--- src/rtl/mspt_pkg.sv ---
// Shared types and codes for the multi-slot periodic timer table.
package mspt_pkg;

    localparam int SLOT_COUNT_DEF = 16;
    localparam int MAX_RESULTS    = 16;

    localparam logic [2:0] CMD_TICK     = 3'd0;
    localparam logic [2:0] CMD_CREATE   = 3'd1;
    localparam logic [2:0] CMD_START    = 3'd2;
    localparam logic [2:0] CMD_STOP     = 3'd3;
    localparam logic [2:0] CMD_STOP_ALL = 3'd4;
    localparam logic [2:0] CMD_QUERY    = 3'd5;

    localparam logic [1:0] EV_ACK      = 2'd0;
    localparam logic [1:0] EV_FIRE     = 2'd1;
    localparam logic [1:0] EV_COMPLETE = 2'd2;
    localparam logic [1:0] EV_ERROR    = 2'd3;

    localparam logic [1:0] ST_FREE    = 2'd0;
    localparam logic [1:0] ST_STOPPED = 2'd1;
    localparam logic [1:0] ST_RUNNING = 2'd2;
    localparam logic [1:0] ST_PENDING = 2'd3;

    typedef struct packed {
        logic [2:0]  command;
        logic [3:0]  slot_id;
        logic [31:0] now_ticks;
        logic [30:0] period;
        logic [30:0] repeat_limit;
    } mspt_req_t;

    typedef struct packed {
        logic [1:0]  event_kind;
        logic [3:0]  slot_out;
        logic [31:0] fire_total;
        logic [30:0] lateness;
        logic [1:0]  slot_status;
        logic        last;
    } mspt_rsp_t;

    typedef struct packed {
        logic [30:0] period;
        logic [30:0] repeats;
        logic [31:0] fired;
        logic [31:0] deadline;
    } mspt_entry_t;

    typedef struct packed {
        logic load;
        logic prep;
        logic commit;
        logic second;
        logic advance;
        logic flush;
    } mspt_ctl_t;

    typedef struct packed {
        logic tick_same;
        logic sweep;
        logic need_mul;
        logic blocked;
        logic found;
        logic idx_last;
        logic flush_block;
    } mspt_sts_t;

endpackage

--- src/rtl/mspt_ram.sv ---
// Generic single-write, single-read RAM with registered read data.
module mspt_ram #(
    parameter int WIDTH = 8,
    parameter int DEPTH = 16
) (
    input  logic                                   clk,
    input  logic                                   we,
    input  logic [((DEPTH > 1) ? $clog2(DEPTH) : 1)-1:0] waddr,
    input  logic [WIDTH-1:0]                       wdata,
    input  logic [((DEPTH > 1) ? $clog2(DEPTH) : 1)-1:0] raddr,
    output logic [WIDTH-1:0]                       rdata
);

    logic [WIDTH-1:0] mem [DEPTH];

    always_ff @(posedge clk)
    begin
        if (we)
        begin
            mem[waddr] <= wdata;
        end
        rdata <= mem[raddr];
    end

endmodule

--- src/rtl/mspt_datapath.sv ---
// Datapath: slot status flops, slot parameter RAM, event holding and output registers.
module mspt_datapath import mspt_pkg::*; #(
    parameter int SLOT_COUNT = SLOT_COUNT_DEF
) (
    input  logic      clk,
    input  logic      rst_n,
    input  mspt_req_t req,
    input  mspt_ctl_t ctl,
    output mspt_sts_t sts,
    output logic      rsp_valid,
    input  logic      rsp_stall,
    output mspt_rsp_t rsp
);

    localparam int IW = (SLOT_COUNT > 1) ? $clog2(SLOT_COUNT) : 1;
    localparam int CW = $clog2(MAX_RESULTS + 1);

    function automatic mspt_rsp_t make_rsp(logic [1:0] kind, logic [3:0] slot,
                                           logic [31:0] total, logic [30:0] late,
                                           logic [1:0] status);
        mspt_rsp_t r;
        r.event_kind  = kind;
        r.slot_out    = slot;
        r.fire_total  = total;
        r.lateness    = late;
        r.slot_status = status;
        r.last        = 1'b0;
        return r;
    endfunction

    // command registers
    logic [2:0]  cmd_reg;
    logic [3:0]  id_reg;
    logic [31:0] now_reg;
    logic [30:0] per_reg;
    logic [30:0] lim_reg;
    logic [IW-1:0] idx_reg;
    logic [31:0] prev_reg;
    logic [31:0] prod_reg;
    logic [1:0]  st_reg [SLOT_COUNT];
    logic        held_valid_reg;
    mspt_rsp_t   held_reg;
    logic        out_valid_reg;
    mspt_rsp_t   out_reg;
    logic [CW-1:0] cnt_reg;

    logic [IW+3:0] req_id_wide;
    logic [IW+3:0] idx_wide;
    logic          req_id_ok;
    logic          id_valid;
    logic          req_sweep;
    logic [IW-1:0] load_idx;
    logic [3:0]    idx_slot;
    logic [IW-1:0] rd_addr;
    logic [1:0]    cur_st;
    mspt_entry_t   ent;
    mspt_entry_t   wr_ent;
    logic [$bits(mspt_entry_t)-1:0] ram_rdata;
    logic [31:0]   dt;
    logic          ev_valid;
    mspt_rsp_t     ev;
    logic          st_we;
    logic [1:0]    st_new;
    logic          ram_we;
    logic          found;
    logic          need_mul;
    logic          cap;
    logic          out_free;
    logic          commit_take;
    logic          out_push_ev;
    logic          flush_push;
    logic          out_push;
    mspt_rsp_t     flush_rsp;

    assign req_id_wide = {{IW{1'b0}}, req.slot_id};
    assign idx_wide    = {4'd0, idx_reg};
    assign req_id_ok   = 32'(req.slot_id) < 32'(SLOT_COUNT);
    assign id_valid    = 32'(id_reg) < 32'(SLOT_COUNT);
    assign req_sweep   = (req.command == CMD_TICK) || (req.command == CMD_CREATE)
                      || (req.command == CMD_STOP_ALL);
    assign load_idx    = (req_sweep || !req_id_ok) ? '0 : req_id_wide[IW-1:0];
    assign idx_slot    = idx_wide[3:0];

    assign sts.idx_last = idx_reg == IW'(SLOT_COUNT - 1);
    assign sts.sweep    = (cmd_reg == CMD_TICK) || (cmd_reg == CMD_CREATE)
                       || (cmd_reg == CMD_STOP_ALL);
    assign sts.tick_same = (cmd_reg == CMD_TICK) && (now_reg == prev_reg);

    // read the next slot while the current one is written back
    assign rd_addr = ctl.advance ? idx_reg + 1'b1 : idx_reg;
    assign cur_st  = st_reg[idx_reg];
    assign ent     = mspt_entry_t'(ram_rdata);
    assign dt      = now_reg - ent.deadline;

    mspt_ram #(
        .WIDTH ($bits(mspt_entry_t)),
        .DEPTH (SLOT_COUNT)
    ) u_ram (
        .clk   (clk),
        .we    (ctl.commit && ram_we),
        .waddr (idx_reg),
        .wdata (wr_ent),
        .raddr (rd_addr),
        .rdata (ram_rdata)
    );

    always_comb
    begin
        ev_valid = 1'b0;
        ev       = make_rsp(EV_ACK, 4'd0, 32'd0, 31'd0, ST_FREE);
        st_we    = 1'b0;
        st_new   = cur_st;
        ram_we   = 1'b0;
        wr_ent   = ent;
        found    = 1'b0;
        need_mul = 1'b0;
        case (cmd_reg)
            CMD_TICK:
            begin
                if (cur_st == ST_RUNNING)
                begin
                    if (ent.repeats == 31'd0 || ent.fired < {1'b0, ent.repeats})
                    begin
                        if (!dt[31])
                        begin
                            ram_we          = 1'b1;
                            wr_ent.fired    = ent.fired + 32'd1;
                            wr_ent.deadline = ent.deadline + {1'b0, ent.period};
                            ev_valid        = 1'b1;
                            ev = make_rsp(EV_FIRE, idx_slot, ent.fired + 32'd1,
                                          dt[30:0], ST_RUNNING);
                        end
                    end
                    else
                    begin
                        st_we    = 1'b1;
                        st_new   = ST_FREE;
                        ev_valid = 1'b1;
                        ev = make_rsp(EV_COMPLETE, idx_slot, ent.fired, 31'd0, ST_FREE);
                    end
                end
                else if (cur_st == ST_PENDING)
                begin
                    st_we  = 1'b1;
                    st_new = ST_FREE;
                end
            end
            CMD_CREATE:
            begin
                if (cur_st == ST_FREE)
                begin
                    found    = 1'b1;
                    st_we    = 1'b1;
                    st_new   = ST_STOPPED;
                    ram_we   = 1'b1;
                    wr_ent.period   = per_reg;
                    wr_ent.repeats  = lim_reg;
                    wr_ent.fired    = 32'd0;
                    wr_ent.deadline = 32'd0;
                    ev_valid = 1'b1;
                    ev = make_rsp(EV_ACK, idx_slot, 32'd0, 31'd0, ST_STOPPED);
                end
                else if (sts.idx_last)
                begin
                    ev_valid = 1'b1;
                    ev = make_rsp(EV_ERROR, 4'd0, 32'd0, 31'd0, ST_FREE);
                end
            end
            CMD_STOP_ALL:
            begin
                if (cur_st != ST_FREE)
                begin
                    st_we    = 1'b1;
                    st_new   = ST_FREE;
                    ev_valid = 1'b1;
                    ev = make_rsp(EV_COMPLETE, idx_slot, ent.fired, 31'd0, ST_FREE);
                end
            end
            CMD_START:
            begin
                if (!id_valid || cur_st == ST_FREE)
                begin
                    ev_valid = 1'b1;
                    ev = make_rsp(EV_ERROR, id_reg, 32'd0, 31'd0, ST_FREE);
                end
                else if (ctl.second)
                begin
                    st_we           = 1'b1;
                    st_new          = ST_RUNNING;
                    ram_we          = 1'b1;
                    wr_ent.deadline = now_reg + prod_reg;
                    ev_valid        = 1'b1;
                    ev = make_rsp(EV_ACK, id_reg, ent.fired, 31'd0, ST_RUNNING);
                end
                else
                begin
                    need_mul = 1'b1;
                end
            end
            CMD_STOP:
            begin
                ev_valid = 1'b1;
                if (!id_valid || cur_st == ST_FREE)
                begin
                    ev = make_rsp(EV_ERROR, id_reg, 32'd0, 31'd0, ST_FREE);
                end
                else
                begin
                    st_we  = 1'b1;
                    st_new = ST_PENDING;
                    ev = make_rsp(EV_COMPLETE, id_reg, ent.fired, 31'd0, ST_PENDING);
                end
            end
            CMD_QUERY:
            begin
                ev_valid = 1'b1;
                if (!id_valid)
                begin
                    ev = make_rsp(EV_ERROR, id_reg, 32'd0, 31'd0, ST_FREE);
                end
                else if (cur_st == ST_FREE)
                begin
                    ev = make_rsp(EV_ACK, id_reg, 32'd0, 31'd0, ST_FREE);
                end
                else
                begin
                    ev = make_rsp(EV_ACK, id_reg, ent.fired, 31'd0, cur_st);
                end
            end
            default:
            begin
                ev_valid = 1'b1;
                ev = make_rsp(EV_ERROR, id_reg, 32'd0, 31'd0, ST_FREE);
            end
        endcase
    end

    // drop events beyond the result limit; the state still changes
    assign cap         = cnt_reg == CW'(MAX_RESULTS);
    assign out_free    = !out_valid_reg || !rsp_stall;
    assign commit_take = ctl.commit && ev_valid && !cap;
    assign out_push_ev = commit_take && held_valid_reg;
    assign flush_push  = held_valid_reg || ((cmd_reg == CMD_STOP_ALL) && (cnt_reg == '0));
    assign out_push    = out_push_ev || (ctl.flush && flush_push);

    always_comb
    begin
        flush_rsp = held_valid_reg ? held_reg
                                   : make_rsp(EV_ACK, 4'd0, 32'd0, 31'd0, ST_FREE);
        flush_rsp.last = 1'b1;
    end

    assign sts.found       = found;
    assign sts.need_mul    = need_mul;
    assign sts.blocked     = ev_valid && !cap && held_valid_reg && !out_free;
    assign sts.flush_block = flush_push && !out_free;

    always_ff @(posedge clk)
    begin
        if (ctl.load)
        begin
            cmd_reg <= req.command;
            id_reg  <= req.slot_id;
            now_reg <= req.now_ticks;
            per_reg <= req.period;
            lim_reg <= req.repeat_limit;
            idx_reg <= load_idx;
        end
        else if (ctl.advance)
        begin
            idx_reg <= idx_reg + 1'b1;
        end
        prod_reg <= {1'b0, ent.period} * (ent.fired + 32'd1);
        if (commit_take)
        begin
            held_reg <= ev;
        end
        if (out_push_ev)
        begin
            out_reg <= held_reg;
        end
        else if (ctl.flush && flush_push)
        begin
            out_reg <= flush_rsp;
        end
    end

    always_ff @(posedge clk or negedge rst_n)
    begin
        if (!rst_n)
        begin
            for (int i = 0; i < SLOT_COUNT; i++)
            begin
                st_reg[i] <= ST_FREE;
            end
            prev_reg       <= 32'd0;
            cnt_reg        <= '0;
            held_valid_reg <= 1'b0;
            out_valid_reg  <= 1'b0;
        end
        else
        begin
            if (ctl.prep && cmd_reg == CMD_TICK)
            begin
                prev_reg <= now_reg;
            end
            if (ctl.commit && st_we)
            begin
                st_reg[idx_reg] <= st_new;
            end
            if (ctl.load)
            begin
                cnt_reg <= '0;
            end
            else if (commit_take)
            begin
                cnt_reg <= cnt_reg + 1'b1;
            end
            if (ctl.flush)
            begin
                held_valid_reg <= 1'b0;
            end
            else if (commit_take)
            begin
                held_valid_reg <= 1'b1;
            end
            if (out_push)
            begin
                out_valid_reg <= 1'b1;
            end
            else if (!rsp_stall)
            begin
                out_valid_reg <= 1'b0;
            end
        end
    end

    assign rsp_valid = out_valid_reg;
    assign rsp       = out_reg;

endmodule

--- src/rtl/mspt_ctrl.sv ---
// Controller: sequences load, slot sweep, start multiply and final flush.
module mspt_ctrl import mspt_pkg::*; (
    input  logic      clk,
    input  logic      rst_n,
    input  logic      req_valid,
    output logic      req_stall,
    input  mspt_sts_t sts,
    output mspt_ctl_t ctl
);

    typedef enum logic [2:0] {
        S_IDLE,
        S_PREP,
        S_EVAL,
        S_MUL,
        S_FLUSH
    } state_t;

    state_t state_reg;
    state_t state_next;
    logic   stall_reg;

    always_comb
    begin
        ctl        = '0;
        state_next = state_reg;
        case (state_reg)
            S_IDLE:
            begin
                if (req_valid)
                begin
                    ctl.load   = 1'b1;
                    state_next = S_PREP;
                end
            end
            S_PREP:
            begin
                ctl.prep   = 1'b1;
                state_next = sts.tick_same ? S_IDLE : S_EVAL;
            end
            S_EVAL:
            begin
                if (sts.need_mul)
                begin
                    state_next = S_MUL;
                end
                else if (!sts.blocked)
                begin
                    ctl.commit = 1'b1;
                    if (!sts.sweep || sts.found || sts.idx_last)
                    begin
                        state_next = S_FLUSH;
                    end
                    else
                    begin
                        ctl.advance = 1'b1;
                    end
                end
            end
            S_MUL:
            begin
                ctl.commit = 1'b1;
                ctl.second = 1'b1;
                state_next = S_FLUSH;
            end
            S_FLUSH:
            begin
                if (!sts.flush_block)
                begin
                    ctl.flush  = 1'b1;
                    state_next = S_IDLE;
                end
            end
            default:
            begin
                state_next = S_IDLE;
            end
        endcase
    end

    always_ff @(posedge clk or negedge rst_n)
    begin
        if (!rst_n)
        begin
            state_reg <= S_IDLE;
            stall_reg <= 1'b0;
        end
        else
        begin
            state_reg <= state_next;
            stall_reg <= state_next != S_IDLE;
        end
    end

    assign req_stall = stall_reg;

endmodule

--- src/rtl/multi_slot_periodic_timer_table.sv ---
// Top level of the multi-slot periodic timer table.
//
// Request channel (req_valid, req_stall, req): one command per transfer:
// tick, create, start, stop, stop-all or query. Response channel
// (rsp_valid, rsp_stall, rsp): the events a command causes, in slot order,
// with last set on the final one. A tick at an unchanged time, or one that
// fires nothing, gives no response.
// Sequencing: one command at a time. A tick, create or stop-all walks the
// slot table one slot per cycle through the parameter RAM unless a stalled
// response holds it (create stops at the first free slot). Start, stop and
// query evaluate only their own slot; start passes through a further state
// for the deadline multiply. The last response is registered in the flush
// state after the sweep ends; the next command is accepted while it waits.
// Reset frees every slot and clears the last tick time; no clearing pass.
// A stalled response holds the sweep on the slot that has the next event;
// the request side stays stalled until the command is finished.
module multi_slot_periodic_timer_table import mspt_pkg::*; #(
    parameter int SLOT_COUNT = SLOT_COUNT_DEF
) (
    input  logic      clk,
    input  logic      rst_n,
    input  logic      req_valid,
    output logic      req_stall,
    input  mspt_req_t req,
    output logic      rsp_valid,
    input  logic      rsp_stall,
    output mspt_rsp_t rsp
);

    mspt_ctl_t ctl;
    mspt_sts_t sts;

    mspt_ctrl u_ctrl (
        .clk       (clk),
        .rst_n     (rst_n),
        .req_valid (req_valid),
        .req_stall (req_stall),
        .sts       (sts),
        .ctl       (ctl)
    );

    mspt_datapath #(
        .SLOT_COUNT (SLOT_COUNT)
    ) u_datapath (
        .clk       (clk),
        .rst_n     (rst_n),
        .req       (req),
        .ctl       (ctl),
        .sts       (sts),
        .rsp_valid (rsp_valid),
        .rsp_stall (rsp_stall),
        .rsp       (rsp)
    );

endmodule

--- config.mk ---
export PLATFORM = sky130hd
export DESIGN_NAME = multi_slot_periodic_timer_table
export DESIGN_NICKNAME = d
export VERILOG_FILES = /design/src/rtl/mspt_pkg.sv /design/src/rtl/mspt_ram.sv /design/src/rtl/mspt_datapath.sv /design/src/rtl/mspt_ctrl.sv /design/src/rtl/multi_slot_periodic_timer_table.sv
export SDC_FILE = /design/constraint.sdc
export NUM_CORES = 2
export LEC_CHECK = 0
export BUFFER_PORTS_ARGS = -buffer_cell sky130_fd_sc_hd__buf_4
export CAP_MARGIN = 10
export CORE_UTILIZATION = 45
export DETAILED_ROUTE_END_ITERATION = 8
export HOLD_SLACK_MARGIN = 0.03
export PLACE_DENSITY = 0.63
export SYNTH_ARGS = -nofsm -noshare
export SYNTH_HDL_FRONTEND = slang
export SYNTH_SLANG_ARGS = --single-unit
export TNS_END_PERCENT = 50
--- constraint.sdc ---
create_clock -name clk -period 22.5 [get_ports clk]
set_input_delay 1.125 -clock clk [delete_from_list [all_inputs] [get_ports clk]]
set_output_delay 1.125 -clock clk [all_outputs]
set_load 0.1 [all_outputs]
After elaboration in Yosys (flattened, before gate mapping)
Memories as Yosys holds them, arrays and structs flattened. A register that Yosys moved wholly into a read port is not among the register bits.
Index checks and enable logic that the tools add are counted.
{ "word_totals": {"ramBits": 2016, "ff_bits": 356, "word_cells": 202, "memories": 1} }
{ "op_classes": {"mul": 1, "magnitude_cmp": 3, "eq_ne": 17, "n_bitwise": 1, "reduce_logical": 40, "muxes": 92, "addsub": 6} }
{ "mem_list": {"columns": ["memory", "words", "width", "rd", "rd_clocked_by_memory_dff", "write_ports", "line", "source"], "rows": [
  ["u_datapath.u_ram.mem", 16, 126, 1, 1, 1, "mspt_ram.sv:14", "logic [WIDTH-1:0] mem [DEPTH];"]
]} }
{ "ops": {"columns": ["op", "count"], "rows": [
  ["$mux W72", 9],
  ["$pmux W72 S6", 1],
  ["$mux W64", 3],
  ["$mux W71", 2],
  ["$mux W126", 1],
  ["$pmux W32 S3", 1],
  ["$mux W70", 1],
  ["$mux W66", 1],
  ["$mux W32", 2],
  ["$pmux W32 S2", 1],
  ["$mux W62", 1],
  ["$mux W1", 38],
  ["$add A32 B1 Y32 const B", 1],
  ["$add A32 B31 Y32", 1],
  ["$add A32 B32 Y32", 1],
  ["$bwmux W32", 1],
  ["$eq A32 B32 Y1", 1],
  ["$lt A32 B31 Y1", 1],
  ["$mul A31 B32 Y32", 1],
  ["$sub A32 B32 Y32", 1],
  ["$logic_not A31 Y1", 1],
  ["$mux W2", 12],
  ["$mux W3", 5],
  ["$pmux W3 S5", 1],
  ["other kinds (29)", 72]
]} }

Depth between registers and ports, before layout
{ "depth": {"word_depth": 18, "ltp_mapped": 36} }

Cells and area by module
A second synthesis with hierarchy kept.
{ "unflattened": {"cells_unflattened": 7001, "area_unflattened_um2": 115092.9} }
{ "modules_own_cells": {"columns": ["mod", "n_inst", "seq_area_each_um2", "cells_each", "area_each_um2"], "rows": [
  ["mspt_ram", 1, 63060.5, 3304, 78203.8],
  ["mspt_datapath", 1, 9824.4, 3667, 36621.4],
  ["mspt_ctrl", 1, 100.1, 30, 267.8]
]} }

Worst setup path after synthesis
No wires, ideal clock.
{ "synth_path": {"path_type": "flip-flop to flip-flop", "start": "register u_datapath.now_reg[8]", "end": "memory u_datapath.u_ram.mem[2][0] (netlist bit), enable pin", "t_arrival_ps": 12284, "setup_ps": 765, "slack_ps": 9451, "stages_incl_launch_ff": 16, "cell_sequence": "edfxtp_1 ha_1 a21oi_1 nor2_1 a211oi_1 a211oi_1 o31ai_1 a211oi_1 o31ai_1 nand2b_1 xnor2_1 or3_1 a21oi_1 clkbuf_1 nand3_1 nor3_1"} }
{ "synth_between": {"elab_chain_len": 14, "elab_cells_between_ends": 17, "cone_classes": "add/sub (1); mux (12); reduce/logical (4)"} }
{ "synth_rtl": {"columns": ["item", "line", "source"], "rows": [
  ["start: declaration", "mspt_datapath.sv:34", "logic [31:0] now_reg;"],
  ["start signal: assignment", "mspt_datapath.sv:264", "now_reg <= req.now_ticks;"],
  ["$sub A32 B32 Y32 (*)", "mspt_datapath.sv:93", "assign dt = now_reg - ent.deadline;"],
  ["$mux W1 (*)", "mspt_datapath.sv:124", "if (!dt[31])"],
  ["$mux W1", "mspt_datapath.sv:122", "if (ent.repeats == 31'd0 || ent.fired < {1'b0, ent.repeats})"],
  ["$mux W1", "mspt_datapath.sv:120", "if (cur_st == ST_RUNNING)"],
  ["$pmux W1 S4", "mspt_datapath.sv:117", "case (cmd_reg)"],
  ["$logic_and A1 B1 Y1 (3 in series)", "mspt_datapath.sv:255", "assign sts.blocked = ev_valid && !cap && held_valid_reg && !out_free;"],
  ["$mux W1", "mspt_ctrl.sv:47", "else if (!sts.blocked)"],
  ["$mux W1", "mspt_ctrl.sv:43", "if (sts.need_mul)"],
  ["$pmux W1 S2", "mspt_ctrl.sv:27", "case (state_reg)"],
  ["$logic_and A1 B1 Y1 (*)", "mspt_datapath.sv:100", ".we (ctl.commit && ram_we),"],
  ["$mux W1 (*)", "mspt_ram.sv:18", "if (we)"],
  ["$mux W1 (not written as such) (*)", "mspt_ram.sv:20", "mem[waddr] <= wdata;"],
  ["end: declaration", "mspt_ram.sv:14", null]
]} }
Mark *: on every way between the ends. The rest lies on a longest branch, timed or not.

Final worst setup path
{ "layout_path": {"start": "register u_datapath.u_ram.rdata[32] (read register of u_datapath.u_ram.mem)", "end": "register u_datapath.prod_reg[30]"} }
{ "layout_between": {"elab_chain_len": 2} }
{ "layout_rtl": {"columns": ["item", "line", "source"], "rows": [
  ["start: declaration", "mspt_ram.sv:11", "output logic [WIDTH-1:0] rdata"],
  ["$add A32 B1 Y32", "mspt_datapath.sv:273", "prod_reg <= {1'b0, ent.period} * (ent.fired + 32'd1);"],
  ["$mul A31 B32 Y32", "mspt_datapath.sv:273", null],
  ["end signal: assignment", "mspt_datapath.sv:273", null],
  ["end: declaration", "mspt_datapath.sv:39", "logic [31:0] prod_reg;"]
]} }
No other way between the ends.
A chain may end at the register's enable or synchronous reset.

==> results by group <==
Worst setup path
  – Data arrival at the endpoint of the critical path: around 10 ns
  – Endpoint of the worst-slack reg-to-reg timing path: u_datapath.prod_reg[30]
  – Worst path required time: approximately 23 ns
  – Kind of end point of the critical path: flip-flop
  – Critical Path Source Type: flip-flop
  – Register-to-Register Path Depth: 30
  – Maximum fanout along the worst path: 21
  – Start of the worst register-to-register path: u_datapath.u_ram.rdata[32]
  – Slack of the worst reg-to-reg path: roughly 13 ns
  – Critical Path Max Stage Delay: 0.53 ns
  – Slowest stage cell on the critical path: sky130_fd_sc_hd__fa_1
  – Worst path most repeated cell: sky130_fd_sc_hd__fa_1
  – Class of the most critical setup path: flip-flop to flip-flop

Synth
  – Simple-gate portion of the synthesized area: 11.81%
  – Largest cells by area after synthesis: sky130_fd_sc_hd__edfxtp_1 59%, sky130_fd_sc_hd__fa_1 7.1%, sky130_fd_sc_hd__nand2_1 5.4%
  – Mean post-synth cell area: 13.11 sq um
  – Post-synth cell types: between 80 and 90
  – Xor/xnor cell area share of the yosys netlist: 1.850%
  – Fraction of synthesized cell area taken by the top area cell type: 58.58%
  – Share of the synthesized area in compound gates (AO/OA/AOI/OAI): 5.540%
  – Main combinational cell family by area after synthesis: simple AND/OR/NAND/NOR gates
  – Adder-cell share of the synthesized area: about a tenth
  – Post-synthesis async set-or-reset flop share: about 3.0%
  – Syn Std Cell Area: roughly 0.12 sq mm
  – Main synth FF type: sky130_fd_sc_hd__edfxtp_1
  – Mux cell area share after synthesis: 4.603%
  – Post-synth EDFFs: around 2300
  – Synthesis-stage register bit count: 2497
  – Mapped Cells: around 8800
  – Library cell with the largest summed area after synthesis: sky130_fd_sc_hd__edfxtp_1
  – Syn_nets: about 9600
  – Proportion of synthesized chip area in sequential cells: 63.00%
  – Synthesis warning total: 0

Floorplan
  – Number of ports placed on the die boundary: 179
  – Die Footprint: about 0.26 sq mm
  – Die Ht: between 500 and 600 um
  – Chip Width: roughly 500 um
  – CORE AREA: 0.2551 sq mm
  – Std-Cell Rows: ~190
  – Initial cell density of the core: 45.42%

Clock network
  – Post-CTS Repair Setup Buffers: 0
  – Cell at the root of the clock tree: sky130_fd_sc_hd__clkbuf_16
  – Clk_lat worst skew: ~0.94 ns
  – Post-CTS resize count: 0
  – Count of hold-fix buffers inserted at cts: 0
  – CTS clk-pin slew, worst paths: about 0.060 ns
  – Clk buf depth: 4
  – Deepest level of the CTS H-tree: 5
  – Total CTS buffers: about 280
  – Clock tree from TritonCTS: yes
  – TritonCTS Sinks: ~2500

Cells and area
  – Footprint of the flip-flops and latches: approximately 0.073 sq mm
  – Register with the highest flop count: u_datapath.u_ram.mem
  – Layout filler cell count: roughly 21000
  – Share of final-layout standard cells stronger than drive strength 1: a little under an eighth
  – Post-synthesis to final-layout area growth: 12.85%
  – Multi-input logic area: 0.03951 sq mm
  – NumNets Final: ~9800
  – Flip-flop count of the largest register after layout: 2016

STA
  – Final hold violations: 0
  – Final sum of negative setup slack: 0 ns
  – RSZ-0062 raised after global routing: no
  – Least-Margin Pin Slew: 1.313 ns
  – Maximum operating frequency: approximately 100 MHz
  – Final setup violation count: 0
  – Worst-case headroom to the max-slew limit: around an eighth
  – Clock period minus worst slack: a little under 10 ns
  – Post-route worst hold slack: 0.3533 ns
  – Share of the clock period used by the worst path after layout: 42.95%
  – Max Transition Viols Final: 0
  – Setup clock skew after layout: around 0.095 ns

Placement
  – Gp weighted congestion: 0.9379
  – Count of input and output buffers: roughly 180
  – Dpl hpwl: between 200 and 250 mm

Routing
  – DR vias/cell: about 5.9
  – Count of TritonRoute iterations in the first routing pass: 6
  – Vias after detailed routing: roughly 75000
  – Initial detailed-routing violation count: about 9000
  – Number of remaining DRC errors: 0
  – Routed wire length: roughly 360 mm
  – ANT nets after route: 0
  – Wire length per cell: roughly 28 um

Hold path
  – Type of the most critical hold path: input port to flip-flop
  – Min-Delay Endpoint: u_datapath.per_reg[7]
  – Worst hold start: req[38]
  – Min-Delay Path Depth: 1

Global routing
  – Largest net degree at the start of global routing: approximately 160
  – Global-route wire length before repair: slightly above 500 mm
  – Global-route usage over all layers: 27.60%
  – Overall overflow remaining after global route: 0
  – Via count of the first global-routing pass: about 74000
  – Initial antenna violation count: 16

Job
  – MaxCap Viol Count: 0

Outcome
  – Result of the run: finished clean
area by class of cell:
cell class	count	area share (%)
diodes	11	0.02106
multi-input cells	5358	30.22
repair buffers	420	2.541
well taps	3366	3.221
clock buffers	417	6.198
flip-flops and latches	2497	55.83
clock inverters	75	0.4757
inverters	520	1.493
critical path: cells and delay by family, from the launching register on:
| kind | cells | cell delay, ns |
|---|---|---|
| AOI/OAI and AO/OA | 6 | 1.57 |
| xor gates and xnor gates | 2 | 0.32 |
| adders and majority gates | 10 | 4.49 |
| buffers and inverters | 6 | 0.79 |
| DFF | 1 | 0.31 |
| and+or+nand+nor | 6 | 2.04 |
placed cells by master, fill, tap and decap left out, types with 42 or more instances in the layout:
master and n:
sky130_fd_sc_hd__edfxtp_1 2260, sky130_fd_sc_hd__nand2_1 1670, sky130_fd_sc_hd__inv_1 516, sky130_fd_sc_hd__nand3_1 481, sky130_fd_sc_hd__fa_1 412, sky130_fd_sc_hd__buf_4 406, sky130_fd_sc_hd__and2_1 289, sky130_fd_sc_hd__clkbuf_16 289
sky130_fd_sc_hd__ha_1 251, sky130_fd_sc_hd__mux2i_1 240, sky130_fd_sc_hd__a21oi_1 203, sky130_fd_sc_hd__nor2_1 198, sky130_fd_sc_hd__dfxtp_1 160, sky130_fd_sc_hd__xnor2_1 151, sky130_fd_sc_hd__nand4_1 127, sky130_fd_sc_hd__o21ai_0 123
sky130_fd_sc_hd__mux2_2 98, sky130_fd_sc_hd__a31oi_1 97, sky130_fd_sc_hd__o22ai_1 91, sky130_fd_sc_hd__clkbuf_1 89, sky130_fd_sc_hd__o21ai_1 84, sky130_fd_sc_hd__mux4_2 80, sky130_fd_sc_hd__nor3_1 74, sky130_fd_sc_hd__xor2_1 74
sky130_fd_sc_hd__dfrtp_1 74, sky130_fd_sc_hd__a21o_1 54, sky130_fd_sc_hd__a32oi_1 52, sky130_fd_sc_hd__nor4_1 48, sky130_fd_sc_hd__a22oi_1 45, sky130_fd_sc_hd__a22o_1 42
synth_stat cells (all sizes together), types with 28 or more instances:
cell type / n
a21oi: 206
dfxtp: 162
and2: 290
a21o: 55
a32oi: 52
fa: 412
nand3: 481
o21ai: 213
nand2b: 28
a31oi: 97
ha: 251
nor2b: 36
o22ai: 93
mux4: 80
edfxtp: 2260
nor4: 48
a22oi: 45
xnor2: 163
nor3: 80
mux2i: 241
clkbuf: 315
nand4: 127
inv: 517
nand2: 1673
buf: 150
xor2: 80
nor2: 220
a22o: 42
dfrtp: 75
mux2: 99
per-stage QoR:
step                      utilization, %  cell area, sq um  setup WS (ns)  instances
after floorplan                        -            115900          9.451       8840
after global placement             47.80            121900          13.07      12160
after detailed placement           47.80            121900          13.08      12160
after CTS                          51.22            130700          12.99      12650
after global routing               51.25            130700          12.45      12660
final                              51.25            130700          12.84      12660
metal layers:
layer  global-route usage [%]  vias up  wire length (um)
li1                         -    32080                 -
met2                    43.00     4164            163500
met1                    37.32    38000            142100
met4                    13.02       10             18510
met5                        0        -                74
met3                    5.382      798             35840
cells by family (layout without fill, tap and decap cells):
family          after synthesis  after routing
compound gates              985            985
xor+xnor                    243            243
fa+ha+maj                   663            663
buf+inv                     985           1432
flops                      2497           2497
mux                         420            420
other cells                   0             11
simple gates               3047           3047
how the worst max path moves through the flow:
stage	endpoint	startpoint	cells after the start	slack (ns)
after floorplan	u_datapath.u_ram.mem[2][0]	u_datapath.now_reg[8]	15	9.45
after global placement	u_datapath.prod_reg[30]	u_datapath.u_ram.rdata[32]	30	13.07
after detailed placement	u_datapath.prod_reg[30]	u_datapath.u_ram.rdata[32]	30	13.08
after CTS	u_datapath.prod_reg[30]	u_datapath.u_ram.rdata[32]	30	12.99
after global routing	u_datapath.prod_reg[30]	u_datapath.u_ram.rdata[32]	30	12.45
final	u_datapath.prod_reg[30]	u_datapath.u_ram.rdata[32]	30	12.84
Power is left out: the tool's default activity adds up to more than one toggle a clock period on the data nets, which glitch-free logic cannot reach.
